===== src/hw/rtl/fixed_width_histogram_assert.svh =====
`ifndef FIXED_WIDTH_HISTOGRAM_ASSERT_SVH
`define FIXED_WIDTH_HISTOGRAM_ASSERT_SVH

// Same-cycle implication.
`define FWH_ASSERT(label, clk, rst_n, ante, cons) \
    label: assert property (@(posedge clk) disable iff (!rst_n) (ante) |-> (cons)) \
        else $error("fwh: same-cycle check failed");

// Next-cycle implication.
`define FWH_ASSERT_NEXT(label, clk, rst_n, ante, cons) \
    label: assert property (@(posedge clk) disable iff (!rst_n) (ante) |=> (cons)) \
        else $error("fwh: next-cycle check failed");

// Condition that must never be seen.
`define FWH_ASSERT_NEVER(label, clk, rst_n, cond) \
    label: assert property (@(posedge clk) disable iff (!rst_n) !(cond)) \
        else $error("fwh: forbidden condition seen");

`endif


===== src/hw/rtl/fwh_ram.sv =====
`timescale 1ns / 1ps

module fwh_ram #(
    parameter int WIDTH = 32,
    parameter int DEPTH = 64
) (
    input  logic                     clk,
    input  logic                     we,
    input  logic [$clog2(DEPTH)-1:0] waddr,
    input  logic [WIDTH-1:0]         wdata,
    input  logic [$clog2(DEPTH)-1:0] raddr,
    output logic [WIDTH-1:0]         rdata
);

    logic [WIDTH-1:0] mem [DEPTH];

    always_ff @(posedge clk)
    begin
        if (we)
        begin
            mem[waddr] <= wdata;
        end
        rdata <= mem[raddr];
    end

endmodule


===== config.mk =====
export PLATFORM = sky130hd
export DESIGN_NAME = fwh_ram
export DESIGN_NICKNAME = d
export VERILOG_FILES = /design/src/hw/rtl/fixed_width_histogram_assert.svh /design/src/hw/rtl/fwh_ram.sv
export SDC_FILE = /design/constraint.sdc
export NUM_CORES = 2
export LEC_CHECK = 0
export BUFFER_PORTS_ARGS = -buffer_cell sky130_fd_sc_hd__clkbuf_2
export CAP_MARGIN = 20
export CORE_MARGIN = 5
export CORE_UTILIZATION = 45
export DETAILED_ROUTE_END_ITERATION = 7
export PLACE_DENSITY_LB_ADDON = 0.1
export SYNTH_ARGS = -nofsm -noshare
export SYNTH_HDL_FRONTEND = slang
export SYNTH_SLANG_ARGS = --single-unit

===== constraint.sdc =====
create_clock -name clk -period 6.7 [get_ports clk]
set_input_delay 0.67 -clock clk [delete_from_list [all_inputs] [get_ports clk]]
set_output_delay 0.67 -clock clk [all_outputs]
set_load 0.005 [all_outputs]

# Word level (Yosys, flattened, before mapping)
# Memories as Yosys holds them, arrays and structs flattened. A register that Yosys moved wholly into a read port is not among the register bits.
# Index checks and enable logic that the tools add are counted.
[word_totals] regBits=0 ramBits=2048 input_bits=46 mem_count=1 elab_cells=3 out_inout_bits=32
[classes] muxes=2
[memory_table] name="mem" words=64 width=32 rd=1 rd_clocked_by_memory_dff=1 write_ports=1 line="fwh_ram.sv:15" source="logic [WIDTH-1:0] mem [DEPTH];"
[ops] op="$mux 1" count=2

# Depth between registers and ports, before layout
[depth] word_depth=2 depth_mapped=10 ltp_nobuf=5

# Worst setup path before layout
# OpenSTA, ideal clock, no wires.
[synth_timing] path_type="input -> register" from="in waddr[3]" to="mem mem[48][0], enable pin" t_required_ns=6.239 setup_slack_ns=2.870 arrival_ns=3.369 setup_time_ns=0.461 path_stages=4 n_path_buf=1 cell_sequence="clkbuf_1 -> nor2b_1 -> nand4b_1 -> nor3_1"
[synth_rtl] element="start, declared" line="fwh_ram.sv:9" source="input logic [$clog2(DEPTH)-1:0] waddr,"
[synth_rtl] element="end, declared" line="fwh_ram.sv:15"
# No word-level cell before the write port.

==> results.yml <==
worst_setup_path:
  r2r_end: "rdata[2]"
  endpoint_kind: "register"
  cp.required_ns: 7.44
  ff2ff_path_depth: 4
  cp_max_fo: 45
  crit_chain: "buf_8 -> buf_4 -> or2_1 -> o22ai_1 -> nor2_1 -> a21oi_1 -> nor2_1"
  max_stage_delay_ns: 0.94
  path_class: "primary input to register"
  crit_family: "simple AND/OR/NAND/NOR gates"
  cpMaxStageDelayCell: "or2_1"
  setup.worst_path.start_class: "primary input"
  critPathBufInv: 2
  r2r-start: "mem[31][2]"
  r2r_setup_slack_ns: 4.27
  cp_common_cell: "nor2_1"
  critical_path_depth: 7
  critPathArrivalTime_ns: 4.37
timing:
  rsz0062_at_grt: "false"
  setup_violations: 0
  period_share_pct: 54.2
  whs_ns: 0.476
  max-slew-margin-rel_pct: 26.2
  clock.fmax_mhz: 275
  tns_ns: 0
  fin_ws_ns: 3.07
  finalHoldViolations: 0
  worstMarginPinSlew_ns: 1.11
  fin_crit_ns: 3.63
  drv_slew: 0
  finClkSkew_ns: 0.0322
cells_and_area:
  num-fill-cells: 13464
  seq_area_um2: 62100
  drive_above_1_share_pct: 29.9
  multiInputGateArea_um2: 16000
  fin_cells: 6072
  area.growth.synth_to_final_pct: 13.5
  final_nets: 3614
synth:
  yosysUniqueCellTypes: 34
  yosysTopAreaCell: "edfxtp_1"
  syn-num-nets: 3370
  syn_area_per_cell_um2: 23.6
  synth_seq_cells: 2080
  synth.area.top_cells: "edfxtp_1 (78%), mux4_2 (16%), mux2i_1 (1.2%)"
  ys_seq_area_share_pct: 79.1
  synth_cells: 3324
  synth_top_area_share_pct: 78.3
  yosysWarningCount: 0
  syn_area_um2: 78500
placement:
  pre_cts_slack_ns: 2.30
  io_buffers: 77
  hpwl_um: 112000
  gp_congestion: 0.767
  dpl.cell_count: 5683
detailed_routing:
  dr.first_iter.drc_count: 4421
  drt_first_pass_iters: 5
  postRouteAntennaNets: 0
  wl_um: 214000
  via_count: 36872
  route.detailed.drc: 0
  detail_route.wl_per_cell_um: 35.3
  viasPerCell: 6.07
grt:
  antenna_found_initial: 12
  first_global_vias: 38010
  track_usage_pct: 23.7
  grt-ovfl-total: 0
  grt_max_degree: 118
  grt_pass1_wl_um: 300000
min_path:
  hold_end: "mem[59][22]"
  holdCritPathClass: "primary input to register"
  min_from: "wdata[22]"
  hold_depth: 2
floorplanning:
  core_um2: 174000
  start_util_pct: 45.2
  rows: 153
  pin_count: 78
  die_x_um: 428
  die_height_um: 428
  die-area_um2: 183000
clock_tree:
  root_buffer: "clkbuf_16"
  clockBufferDepth: 3
  clk_pin_slew_ns: 0.06
  cts_num_sinks: 2080
  cts_tree: "built"
  htree_levels: 4
  clock_latency_ns: 0.84
  cts_resized: 0
  hold_buffers: 0
  numCtsBuffers: 208
  post-cts-setup-buffers: 0
power_and_ir_drop:
  p_per_area_nw_per_um2: 302
  worst_ir_drop_vdd_mv: 0.213
  cellLeakagePower_nw: 27.6
status:
  status: "completed"
flow_run:
  cap_violations: 0
through the flow:
stage	instance area (um2)	util, %	total power, W
after floorplan	78500	-	0.0154
after global placement	82600	47.6	0.0161
after detailed placement	82600	47.6	0.0161
after CTS	89100	51.3	0.0272
after global routing	89100	51.3	0.0278
final	89100	51.3	0.0269
placed cells by master, fill, tap and decap left out, types with 5 or more instances in the layout:
cell,instances
clkinv_2,37
a311oi_1,8
clkinv_1,48
edfxtp_1,2048
inv_6,10
mux4_2,544
nand2b_1,7
nor2_4,62
nand3b_1,5
nor3_1,5
buf_4,127
buf_12,11
nor2_1,74
nor2b_1,14
o22ai_1,84
clkbuf_16,210
clkbuf_2,73
dfxtp_1,32
clkinvlp_4,8
a22oi_1,12
nand3_1,5
mux2i_1,93
a21oi_1,62
bufinv_16,14
nand2_1,26
o221ai_1,27
clkbuf_1,48
synthesized netlist by cell type:
cell      number
edfxtp_1    2048
mux4_2       544
nor2_1       137
mux2i_1       93
o22ai_1       84
clkbuf_1      74
a21oi_1       62
buf_2         57
dfxtp_1       32
o221ai_1      27
nand2_1       26
buf_4         25
buf_1         21
nor2b_1       15
a22oi_1       12
a311oi_1       8
nand2b_1       8
nor3_1         7
buf_6          5
nand3_1        5
nand3b_1       5
a41o_1         4
and3_1         4
o32ai_1        4
or3_1          3
or3b_2         3
and2_1         2
nand4_1        2
or3b_1         2
a31oi_1        1
nand4b_1       1
or2_0          1
or2_1          1
or2_2          1
cells by family after synthesis:
| family | after synthesis | synth area share, % |
|---|---|---|
| flip-flops | 2080 | 79.1 |
| multiplexers | 637 | 16.8 |
| AND/OR/NAND/NOR | 223 | 1.27 |
| AO/OA/AOI/OAI | 202 | 1.67 |
| buffers and inverters | 182 | 1.13 |
how the worst max path moves through the flow:
stage	from	to	slack [ns]
floorplan	waddr[3]	mem[48][0]	2.87
global placement	raddr[2]	rdata[14]	2.21
detailed placement	raddr[2]	rdata[14]	2.30
CTS	raddr[2]	rdata[14]	3.17
global route	raddr[2]	rdata[14]	2.90
finish	raddr[2]	rdata[14]	3.07
layer usage:
| metal | global-route usage (%) | routed length [um] | vias up |
|---|---|---|---|
| li1 | - | - | 14771 |
| met1 | 33.4 | 87100 | 20227 |
| met2 | 38.9 | 105000 | 1603 |
| met3 | 4.43 | 16700 | 271 |
| met4 | 5.90 | 5440 | 0 |
| met5 | 0 | 0 | - |
cell type report:
| type | count | share of cell area, % |
|---|---|---|
| antenna | 4 | 0.0112 |
| clock buffer | 262 | 6.16 |
| clock inverter | 123 | 1.14 |
| multi-input combinational | 1062 | 17.9 |
| sequential | 2080 | 69.7 |
| tap | 2325 | 3.26 |
| timing repair buffer | 216 | 1.80 |
report_power, final:
group | leakage, nW | internal (W) | switching, W
logic | 5.76 | 0.000481 | 0.000853
clock network | 3.18 | 0.00633 | 0.00482
registers | 18.7 | 0.0144 | 0.0000533
flip-flops by register name (all words and copies together), names as in the netlist:
register / flops
mem: 2048
rdata: 32
(Power assumes the default switching activity.)
