File: config.mk
export PLATFORM = sky130hd
export DESIGN_NAME = fwh_div
export DESIGN_NICKNAME = d
export VERILOG_FILES = /design/src/hw/rtl/fwh_pkg.sv /design/src/hw/rtl/fwh_div.sv
export VERILOG_INCLUDE_DIRS = /design/src /design/src/hw/rtl
export SDC_FILE = /design/constraint.sdc
export NUM_CORES = 1
export LEC_CHECK = 0
export BUFFER_PORTS_ARGS = -buffer_cell sky130_fd_sc_hd__buf_4
export CAP_MARGIN = 5
export CORE_AREA = 2 2 90 135
export DETAILED_ROUTE_END_ITERATION = 12
export DIE_AREA = 0 0 92 137
export GPL_TIMING_DRIVEN = 0
export PLACE_DENSITY = 0.79
export SYNTH_ARGS = -nofsm -noshare
export SYNTH_HDL_FRONTEND = slang
export SYNTH_SLANG_ARGS = --single-unit
File: constraint.sdc
create_clock -name clk -period 3.1 [get_ports clk]
set_input_delay 0.465 -clock clk [delete_from_list [all_inputs] [get_ports clk]]
set_output_delay 0.465 -clock clk [all_outputs]
set_load 0.1 [all_outputs]
File: src/hw/rtl/fixed_width_histogram_assert.svh
`ifndef FIXED_WIDTH_HISTOGRAM_ASSERT_SVH
`define FIXED_WIDTH_HISTOGRAM_ASSERT_SVH

// Same-cycle implication.
`define FWH_ASSERT(label, clk, rst_n, ante, cons) \
    label: assert property (@(posedge clk) disable iff (!rst_n) (ante) |-> (cons)) \
        else $error("fwh: same-cycle check failed");

// Next-cycle implication.
`define FWH_ASSERT_NEXT(label, clk, rst_n, ante, cons) \
    label: assert property (@(posedge clk) disable iff (!rst_n) (ante) |=> (cons)) \
        else $error("fwh: next-cycle check failed");

// Condition that must never be seen.
`define FWH_ASSERT_NEVER(label, clk, rst_n, cond) \
    label: assert property (@(posedge clk) disable iff (!rst_n) !(cond)) \
        else $error("fwh: forbidden condition seen");

`endif

File: src/hw/rtl/fwh_pkg.sv
`timescale 1ns / 1ps

package fwh_pkg;

    localparam int MAX_SAMPLES = 4096;
    localparam int MAX_BINS    = 64;
    localparam int SAMPLE_AW   = $clog2(MAX_SAMPLES);
    localparam int BIN_AW      = $clog2(MAX_BINS);
    localparam int TOTAL_W     = SAMPLE_AW + 1;

    localparam int SAMPLE_W    = 32;
    localparam int BINW_W      = 31;
    localparam int RUN_W       = 33;   // sample plus half width
    localparam int QUO_W       = 34;   // signed bin index of an edge
    localparam int OFF_W       = 35;   // sample distance from floored low edge
    localparam int EDGE_W      = 41;
    localparam int COUNT_W     = 13;
    localparam int FRAC_W      = 17;
    localparam int FRAC_SHIFT  = 16;
    localparam int DIV_W       = 33;
    localparam int DIV_CNT_W   = $clog2(DIV_W + 1);

    typedef logic        [SAMPLE_W-1:0]  sample_t;
    typedef logic        [BINW_W-1:0]    width_t;
    typedef logic        [TOTAL_W-1:0]   total_t;
    typedef logic signed [RUN_W-1:0]     run_t;
    typedef logic signed [QUO_W-1:0]     quo_t;
    typedef logic signed [OFF_W-1:0]     off_t;
    typedef logic signed [EDGE_W-1:0]    edge_t;
    typedef logic        [COUNT_W-1:0]   count_t;
    typedef logic        [FRAC_W-1:0]    frac_t;
    typedef logic        [BIN_AW-1:0]    bin_idx_t;
    typedef logic        [DIV_W-1:0]     div_word_t;
    typedef logic        [DIV_CNT_W-1:0] div_cnt_t;

    localparam width_t BIN_WIDTH_RESET = 31'd256;
    localparam width_t WIDTH_MIN       = 31'd2;
    localparam width_t WIDTH_MAX       = 31'h4000_0000;
    localparam total_t TOTAL_MAX       = total_t'(MAX_SAMPLES);

    typedef struct packed {
        logic signed [SAMPLE_W-1:0] sample;
        logic                       last_sample;
    } item_t;

    typedef struct packed {
        logic signed [EDGE_W-1:0] bin_low;
        logic [COUNT_W-1:0]       bin_count;
        logic [FRAC_W-1:0]        bin_fraction;
        logic                     span_clamped;
        logic                     last_bin;
    } result_t;

    typedef struct packed {
        logic      start;
        logic      short_mode;   // quotient known to fit in BIN_AW bits
        div_word_t dividend;
        width_t    divisor;
    } div_req_t;

    typedef struct packed {
        logic      done;
        div_word_t quotient;
        width_t    remainder;
    } div_rsp_t;

endpackage

File: src/hw/rtl/fwh_div.sv
`timescale 1ns / 1ps
`include "fixed_width_histogram_assert.svh"

// Unsigned restoring divider, one quotient bit per cycle.
// Short mode preloads the upper dividend bits as remainder and runs BIN_AW steps.
module fwh_div (
    input  logic              clk,
    input  logic              rst_n,
    input  fwh_pkg::div_req_t req,
    output fwh_pkg::div_rsp_t rsp
);

    fwh_pkg::width_t                rem_reg, rem_next;
    fwh_pkg::div_word_t             quo_reg, quo_next;
    fwh_pkg::width_t                dvs_reg, dvs_next;
    fwh_pkg::div_cnt_t              cnt_reg, cnt_next;
    logic                           busy_reg, busy_next;
    logic                           done_reg, done_next;
    logic [fwh_pkg::BINW_W:0]       shifted;
    logic [fwh_pkg::BINW_W+1:0]     diff;

    assign shifted = {rem_reg, quo_reg[fwh_pkg::DIV_W-1]};
    assign diff    = {1'b0, shifted} - {2'b00, dvs_reg};

    always_comb
    begin
        rem_next  = rem_reg;
        quo_next  = quo_reg;
        dvs_next  = dvs_reg;
        cnt_next  = cnt_reg;
        busy_next = busy_reg;
        done_next = 1'b0;
        if (req.start)
        begin
            dvs_next  = req.divisor;
            busy_next = 1'b1;
            if (req.short_mode)
            begin
                rem_next = fwh_pkg::width_t'(req.dividend >> fwh_pkg::BIN_AW);
                quo_next = req.dividend << (fwh_pkg::DIV_W - fwh_pkg::BIN_AW);
                cnt_next = fwh_pkg::div_cnt_t'(fwh_pkg::BIN_AW);
            end
            else
            begin
                rem_next = '0;
                quo_next = req.dividend;
                cnt_next = fwh_pkg::div_cnt_t'(fwh_pkg::DIV_W);
            end
        end
        else if (busy_reg)
        begin
            if (!diff[fwh_pkg::BINW_W+1])
            begin
                rem_next = diff[fwh_pkg::BINW_W-1:0];
            end
            else
            begin
                rem_next = shifted[fwh_pkg::BINW_W-1:0];
            end
            quo_next = {quo_reg[fwh_pkg::DIV_W-2:0], ~diff[fwh_pkg::BINW_W+1]};
            cnt_next = cnt_reg - fwh_pkg::div_cnt_t'(1);
            if (cnt_reg == fwh_pkg::div_cnt_t'(1))
            begin
                busy_next = 1'b0;
                done_next = 1'b1;
            end
        end
    end

    always_ff @(posedge clk or negedge rst_n)
    begin
        if (!rst_n)
        begin
            cnt_reg  <= '0;
            busy_reg <= 1'b0;
            done_reg <= 1'b0;
        end
        else
        begin
            cnt_reg  <= cnt_next;
            busy_reg <= busy_next;
            done_reg <= done_next;
        end
    end

    always_ff @(posedge clk)
    begin
        rem_reg <= rem_next;
        quo_reg <= quo_next;
        dvs_reg <= dvs_next;
    end

    assign rsp.done      = done_reg;
    assign rsp.quotient  = quo_reg;
    assign rsp.remainder = rem_reg;

    `FWH_ASSERT(div_no_restart, clk, rst_n, req.start, !busy_reg)
    `FWH_ASSERT(div_rem_bound, clk, rst_n, done_reg, rem_reg < dvs_reg)
    `FWH_ASSERT_NEXT(div_start_runs, clk, rst_n, req.start, busy_reg)
    `FWH_ASSERT_NEXT(div_done_pulse, clk, rst_n, done_reg, !done_reg)

endmodule

# Word-level counts from Yosys, hierarchy flattened

Cells that the tools add are included.

Equality and inequality tests: 1
Reduce and logical (&&, ||, !) cells: 1
Bitwise gates (word level): 1
Add/subtract/negate cells: 2
Mux-type cells: 16

Operators by type and width:

| cell                                                                   | count |
|---|---|
| 33-bit 2-to-1 mux                                                      | 3 |
| 31-bit 2-to-1 mux                                                      | 3 |
| 32-bit by 31-bit subtractor with 33-bit output                         | 1 |
| 27-bit 2-to-1 mux                                                      | 1 |
| 6-bit 2-to-1 mux                                                       | 3 |
| 6-bit by 1-bit equality test with 1-bit output (second input constant) | 1 |
| 1-bit 2-to-1 mux                                                       | 6 |
| 6-bit by 1-bit subtractor with 6-bit output (second input constant)    | 1 |
| 2-bit nonzero test                                                     | 1 |
| 1-bit inverter                                                         | 1 |

Flip-flop bits (word level): 103
Input bits: 68
Logic and storage cells: 27
Output and inout bits: 65

# Depth between registers and ports, before layout

Depth after elaboration: 4
Mapped depth: 14

# Worst setup path before layout

Ideal clock, no wire load.

Path type: reg-to-reg
From: register quo_reg[32]
To: register rem_reg[23], data pin
Arrival: 3.205 ns
Stages on the path, launching flop included: 15
Required time: 2.839 ns
Path buffers: 2
Period minus slack after synthesis: 3.466 ns
Library setup time: 0.261 ns
Slack: -0.366 ns
Path through: edfxtp_1 inv_1 ha_1 fa_1 nand2b_1 a21oi_1 o21ai_1 nand3b_1 o21ai_2 a31o_1 buf_4 buf_6 nor3b_1 mux2i_1 o311a_1

Cells in the longest elaborated chain, start to end: 4

RTL lines:

| what                                           | RTL line      | source |
|---|---|---|
| start: declaration                             | fwh_div.sv:14 | `fwh_pkg::div_word_t quo_reg, quo_next;` |
| start signal: assignment                       | fwh_div.sv:89 | `quo_reg <= quo_next;` |
| 32-bit by 31-bit subtractor with 33-bit output | fwh_div.sv:23 | `assign diff = {1'b0, shifted} - {2'b00, dvs_reg};` |
| 31-bit 2-to-1 mux                              | fwh_div.sv:52 | `if (!diff[fwh_pkg::BINW_W+1])` |
| 31-bit 2-to-1 mux                              | fwh_div.sv:50 | `else if (busy_reg)` |
| 31-bit 2-to-1 mux                              | fwh_div.sv:33 | `if (req.start)` |
| via rem_next[23]                               | fwh_div.sv:13 | `fwh_pkg::width_t rem_reg, rem_next;` |
| end signal: assignment                         | fwh_div.sv:88 | `rem_reg <= rem_next;` |
| end: declaration                               | fwh_div.sv:13 |  |

The timed path passes the listed nets, and every way through them passes these cells. The select of a mux whose other input is x is not followed.
A chain may end at the register's enable or synchronous reset.

# Worst setup path after layout

From: register rem_reg[9]
To: register rem_reg[29], data pin

Cells in the longest elaborated chain, start to end: 4

RTL lines:

| what                                           | RTL line |
|---|---|
| 32-bit by 31-bit subtractor with 33-bit output | fwh_div.sv:23 |
| 31-bit 2-to-1 mux                              | fwh_div.sv:52 |
| 31-bit 2-to-1 mux                              | fwh_div.sv:50 |
| 31-bit 2-to-1 mux                              | fwh_div.sv:33 |

No other way between the ends. The select of a mux whose other input is x is not followed.

==> impl_metrics.env <==
export IMPL_required_ns=3.18
export IMPL_critPathBufInv=0
export IMPL_syn2layout_area_growth_pct=26.01
export IMPL_critPathKind="reg2reg"
export IMPL_die_w_um=92
export IMPL_die_h_um=137
export IMPL_finalSetupViolCount=0
export IMPL_largest_reg_flops=33
export IMPL_clk_pin_slew_ns=0.07
export IMPL_syn_cell_area_mm2=0.006137
export IMPL_cts_buffer_depth=2
export IMPL_crit_top_cell="o32a_2"
export IMPL_num_rows=48
export IMPL_fin_ws_ns=0.1399
export IMPL_ys_warn_count=0
export IMPL_grt_start_max_net_pins=37
export IMPL_synthFlopType="edfxtp_1"
export IMPL_drt_total_wl_um=15950
export IMPL_final_common_cell="buf_4"
export IMPL_cts_htree_levels=3
export IMPL_via_per_inst=5.535
export IMPL_ys_types=63
export IMPL_timing_rr_start="rem_reg[9]"
export IMPL_finalNetCount=880
export IMPL_gp_congestion=0.8687
export IMPL_design_die_area_mm2=0.01260
export IMPL_grt_total_usage_pct=25.42
export IMPL_slew_viol_final=0
export IMPL_n_antenna_cell=0
export IMPL_crit_start="rem_reg[9]"
export IMPL_final_cell_mix="buf_4, edfxtp_1, nand2_1"
export IMPL_cts_sinks=103
export IMPL_start_util_pct=53.78
export IMPL_synthArstFlopShare_pct=7.767
export IMPL_leakage_nw=3.398
export IMPL_yosys_area_top_type="edfxtp_1"
export IMPL_synth_edf_count=95
export IMPL_power_density_mw_per_mm2=1011
export IMPL_synth_top_area_share_pct=46.48
export IMPL_cp_slowest_cell="edfxtp_1"
export IMPL_wl_per_cell_um=17.10
export IMPL_clock_latency_ns=0.35
export IMPL_slowest_delay_ns=0.43
export IMPL_seq_area_frac_synth_pct=49.75
export IMPL_fin_crit_ns=2.960
export IMPL_firstDrtPassIters=5
export IMPL_fp_coreArea_mm2=0.01141
export IMPL_cts_root_buffer="clkbuf_16"
export IMPL_numCtsBuffers=9
export IMPL_cp_max_fo=6
export IMPL_hp_class="in2reg"
export IMPL_crit_chain="ha_1 -> a21oi_2 -> nor2_1 -> a211oi_1 -> o32a_2 -> a2111oi_4 -> o32a_2 -> a221oi_2 -> mux2i_1 -> a21oi_1"
export IMPL_fmax_ghz=0.3378
export IMPL_ioPinCount=133
export IMPL_worstPathArrival_ns=3.04
export IMPL_ant_nets=0
export IMPL_vias=5164
export IMPL_fin_tns_setup_ns=0
export IMPL_hold_violations=0
export IMPL_ir_drop_mv=0.5046
export IMPL_grt_setup_unrepaired="false"
export IMPL_startpoint_type="register"
export IMPL_synthCells=631
export IMPL_min_from="req[9]"
export IMPL_antenna_found_initial=0
export IMPL_max_slew_worst_pin_slew_ns=0.6875
export IMPL_finalClockSkew_ns=0.01234
export IMPL_drive_gt1_share_pct=23.75
export IMPL_first_iter_violations=389
export IMPL_dp_hpwl_um=12040
export IMPL_slew_headroom_pct=54.10
export IMPL_final_period_utilization_pct=95.49
export IMPL_avgSynthCellArea_um2=9.726
export IMPL_critPathTopFamily="compound AO/OA/AOI/OAI gates"
export IMPL_drcViolationCount=0
export IMPL_cts_tree="done"
export IMPL_synth_area_top_cells="edfxtp_1, ha_1, nand2_1"
export IMPL_syn_nets=733
export IMPL_portBuffers=132
export IMPL_end_kind="register"
export IMPL_dp_slack_ns=0.05619
export IMPL_grt_pass1_vias=5123
export IMPL_grt_pass1_wl_um=24810
export IMPL_yosys_register_bits=103
export IMPL_outcome="complete, no violations"
export IMPL_max_cap_viol_count=0
export IMPL_overflow=0
[layer usage]
| layer | part of all wire [%] | GRT usage, % | routed length (um) |
|---|---|---|---|
| met1 | 41 | 30.08 | 6483 |
| met2 | 51 | 45.38 | 8176 |
| met5 | 0 | 0 | 0 |
| met3 | 5.5 | 4.736 | 879 |
| met4 | 2.6 | 10.45 | 410 |
[where the power goes]
part / switching, mW / internal [mW]
clock: 0.520 / 0.604
combinational: 3.24 / 1.32
sequential: 0.243 / 1.89
[worst paths after layout]
check | end | slack (ns) | cells past startpoint
min in group asynchronous | done_reg | 0.47 | 2
min reg2reg | cnt_reg[4] | 0.59 | 2
max in group asynchronous | cnt_reg[5] | 2.50 | 2
max | rem_reg[29] | 0.14 | 10
min | dvs_reg[9] | 0.28 | 1
max reg2reg | rem_reg[29] | 0.14 | 10
[layout make-up]
class                           count  area, um2
Fill cell                         895       3677
Sequential cell                   103       3053
Multi-Input combinational cell    430       2759
Timing Repair Buffer              136       1036
Inverter                           69      261.5
Clock buffer                       12      257.7
Tap cell                          150      187.7
Buffer                             29      146.4
Clock inverter                      4      32.53
[cells by family after synthesis]
kind of cell | after synthesis | share of synthesized area, %
DFF | 103 | 49.75
xor gates and xnor gates | 25 | 3.568
buffers and inverters | 98 | 6.544
and+or+nand+nor | 184 | 13.54
AOI/OAI and AO/OA | 169 | 16.60
muxes | 18 | 2.956
adders and majority gates | 34 | 7.054
[timing repair]
item / in CTS / in global routing
hold buffers: 1 / 0
endpoints found under the hold margin: 8 / 0
gates resized for setup: 0 / 6
setup buffers: 0 / 2
endpoints found under the setup margin: 0 / 13
[Yosys cell counts (7+ instances only)]
master     n
dfrtp_1    8
nand2_1   81
a21oi_1   54
nor3b_1    7
xor2_1    14
edfxtp_1  95
nand3_1    7
inv_1     68
nor2_1    52
ha_1      33
clkbuf_1  15
o21ai_0   60
nor3_1     8
mux2i_1   17
xnor2_1   11
[worst reg2reg max path, delay by kind of cell, from the launching register on]
kind                     cells  cell delay (ns)
AND/OR/NAND/NOR              1             0.06
multiplexers                 1             0.25
adder cells (fa/ha/maj)      1             0.41
flip-flops                   1             0.43
AO/OA/AOI/OAI                7             1.55
[through the flow]
step	hold slack, ns	cell area [um2]	total power, mW	std cells	utilization [%]
finish	0.2838	7734	7.818	933	67.77
floorplan	0.1694	6198	5.681	631	-
CTS	0.2734	7697	7.778	931	67.46
detailed placement	0.2878	7397	6.640	914	64.82
global placement	0.2827	7377	6.543	913	64.65
global route	0.2755	7734	8.189	933	67.77
Note: power is estimated with default switching activity, not from simulation.
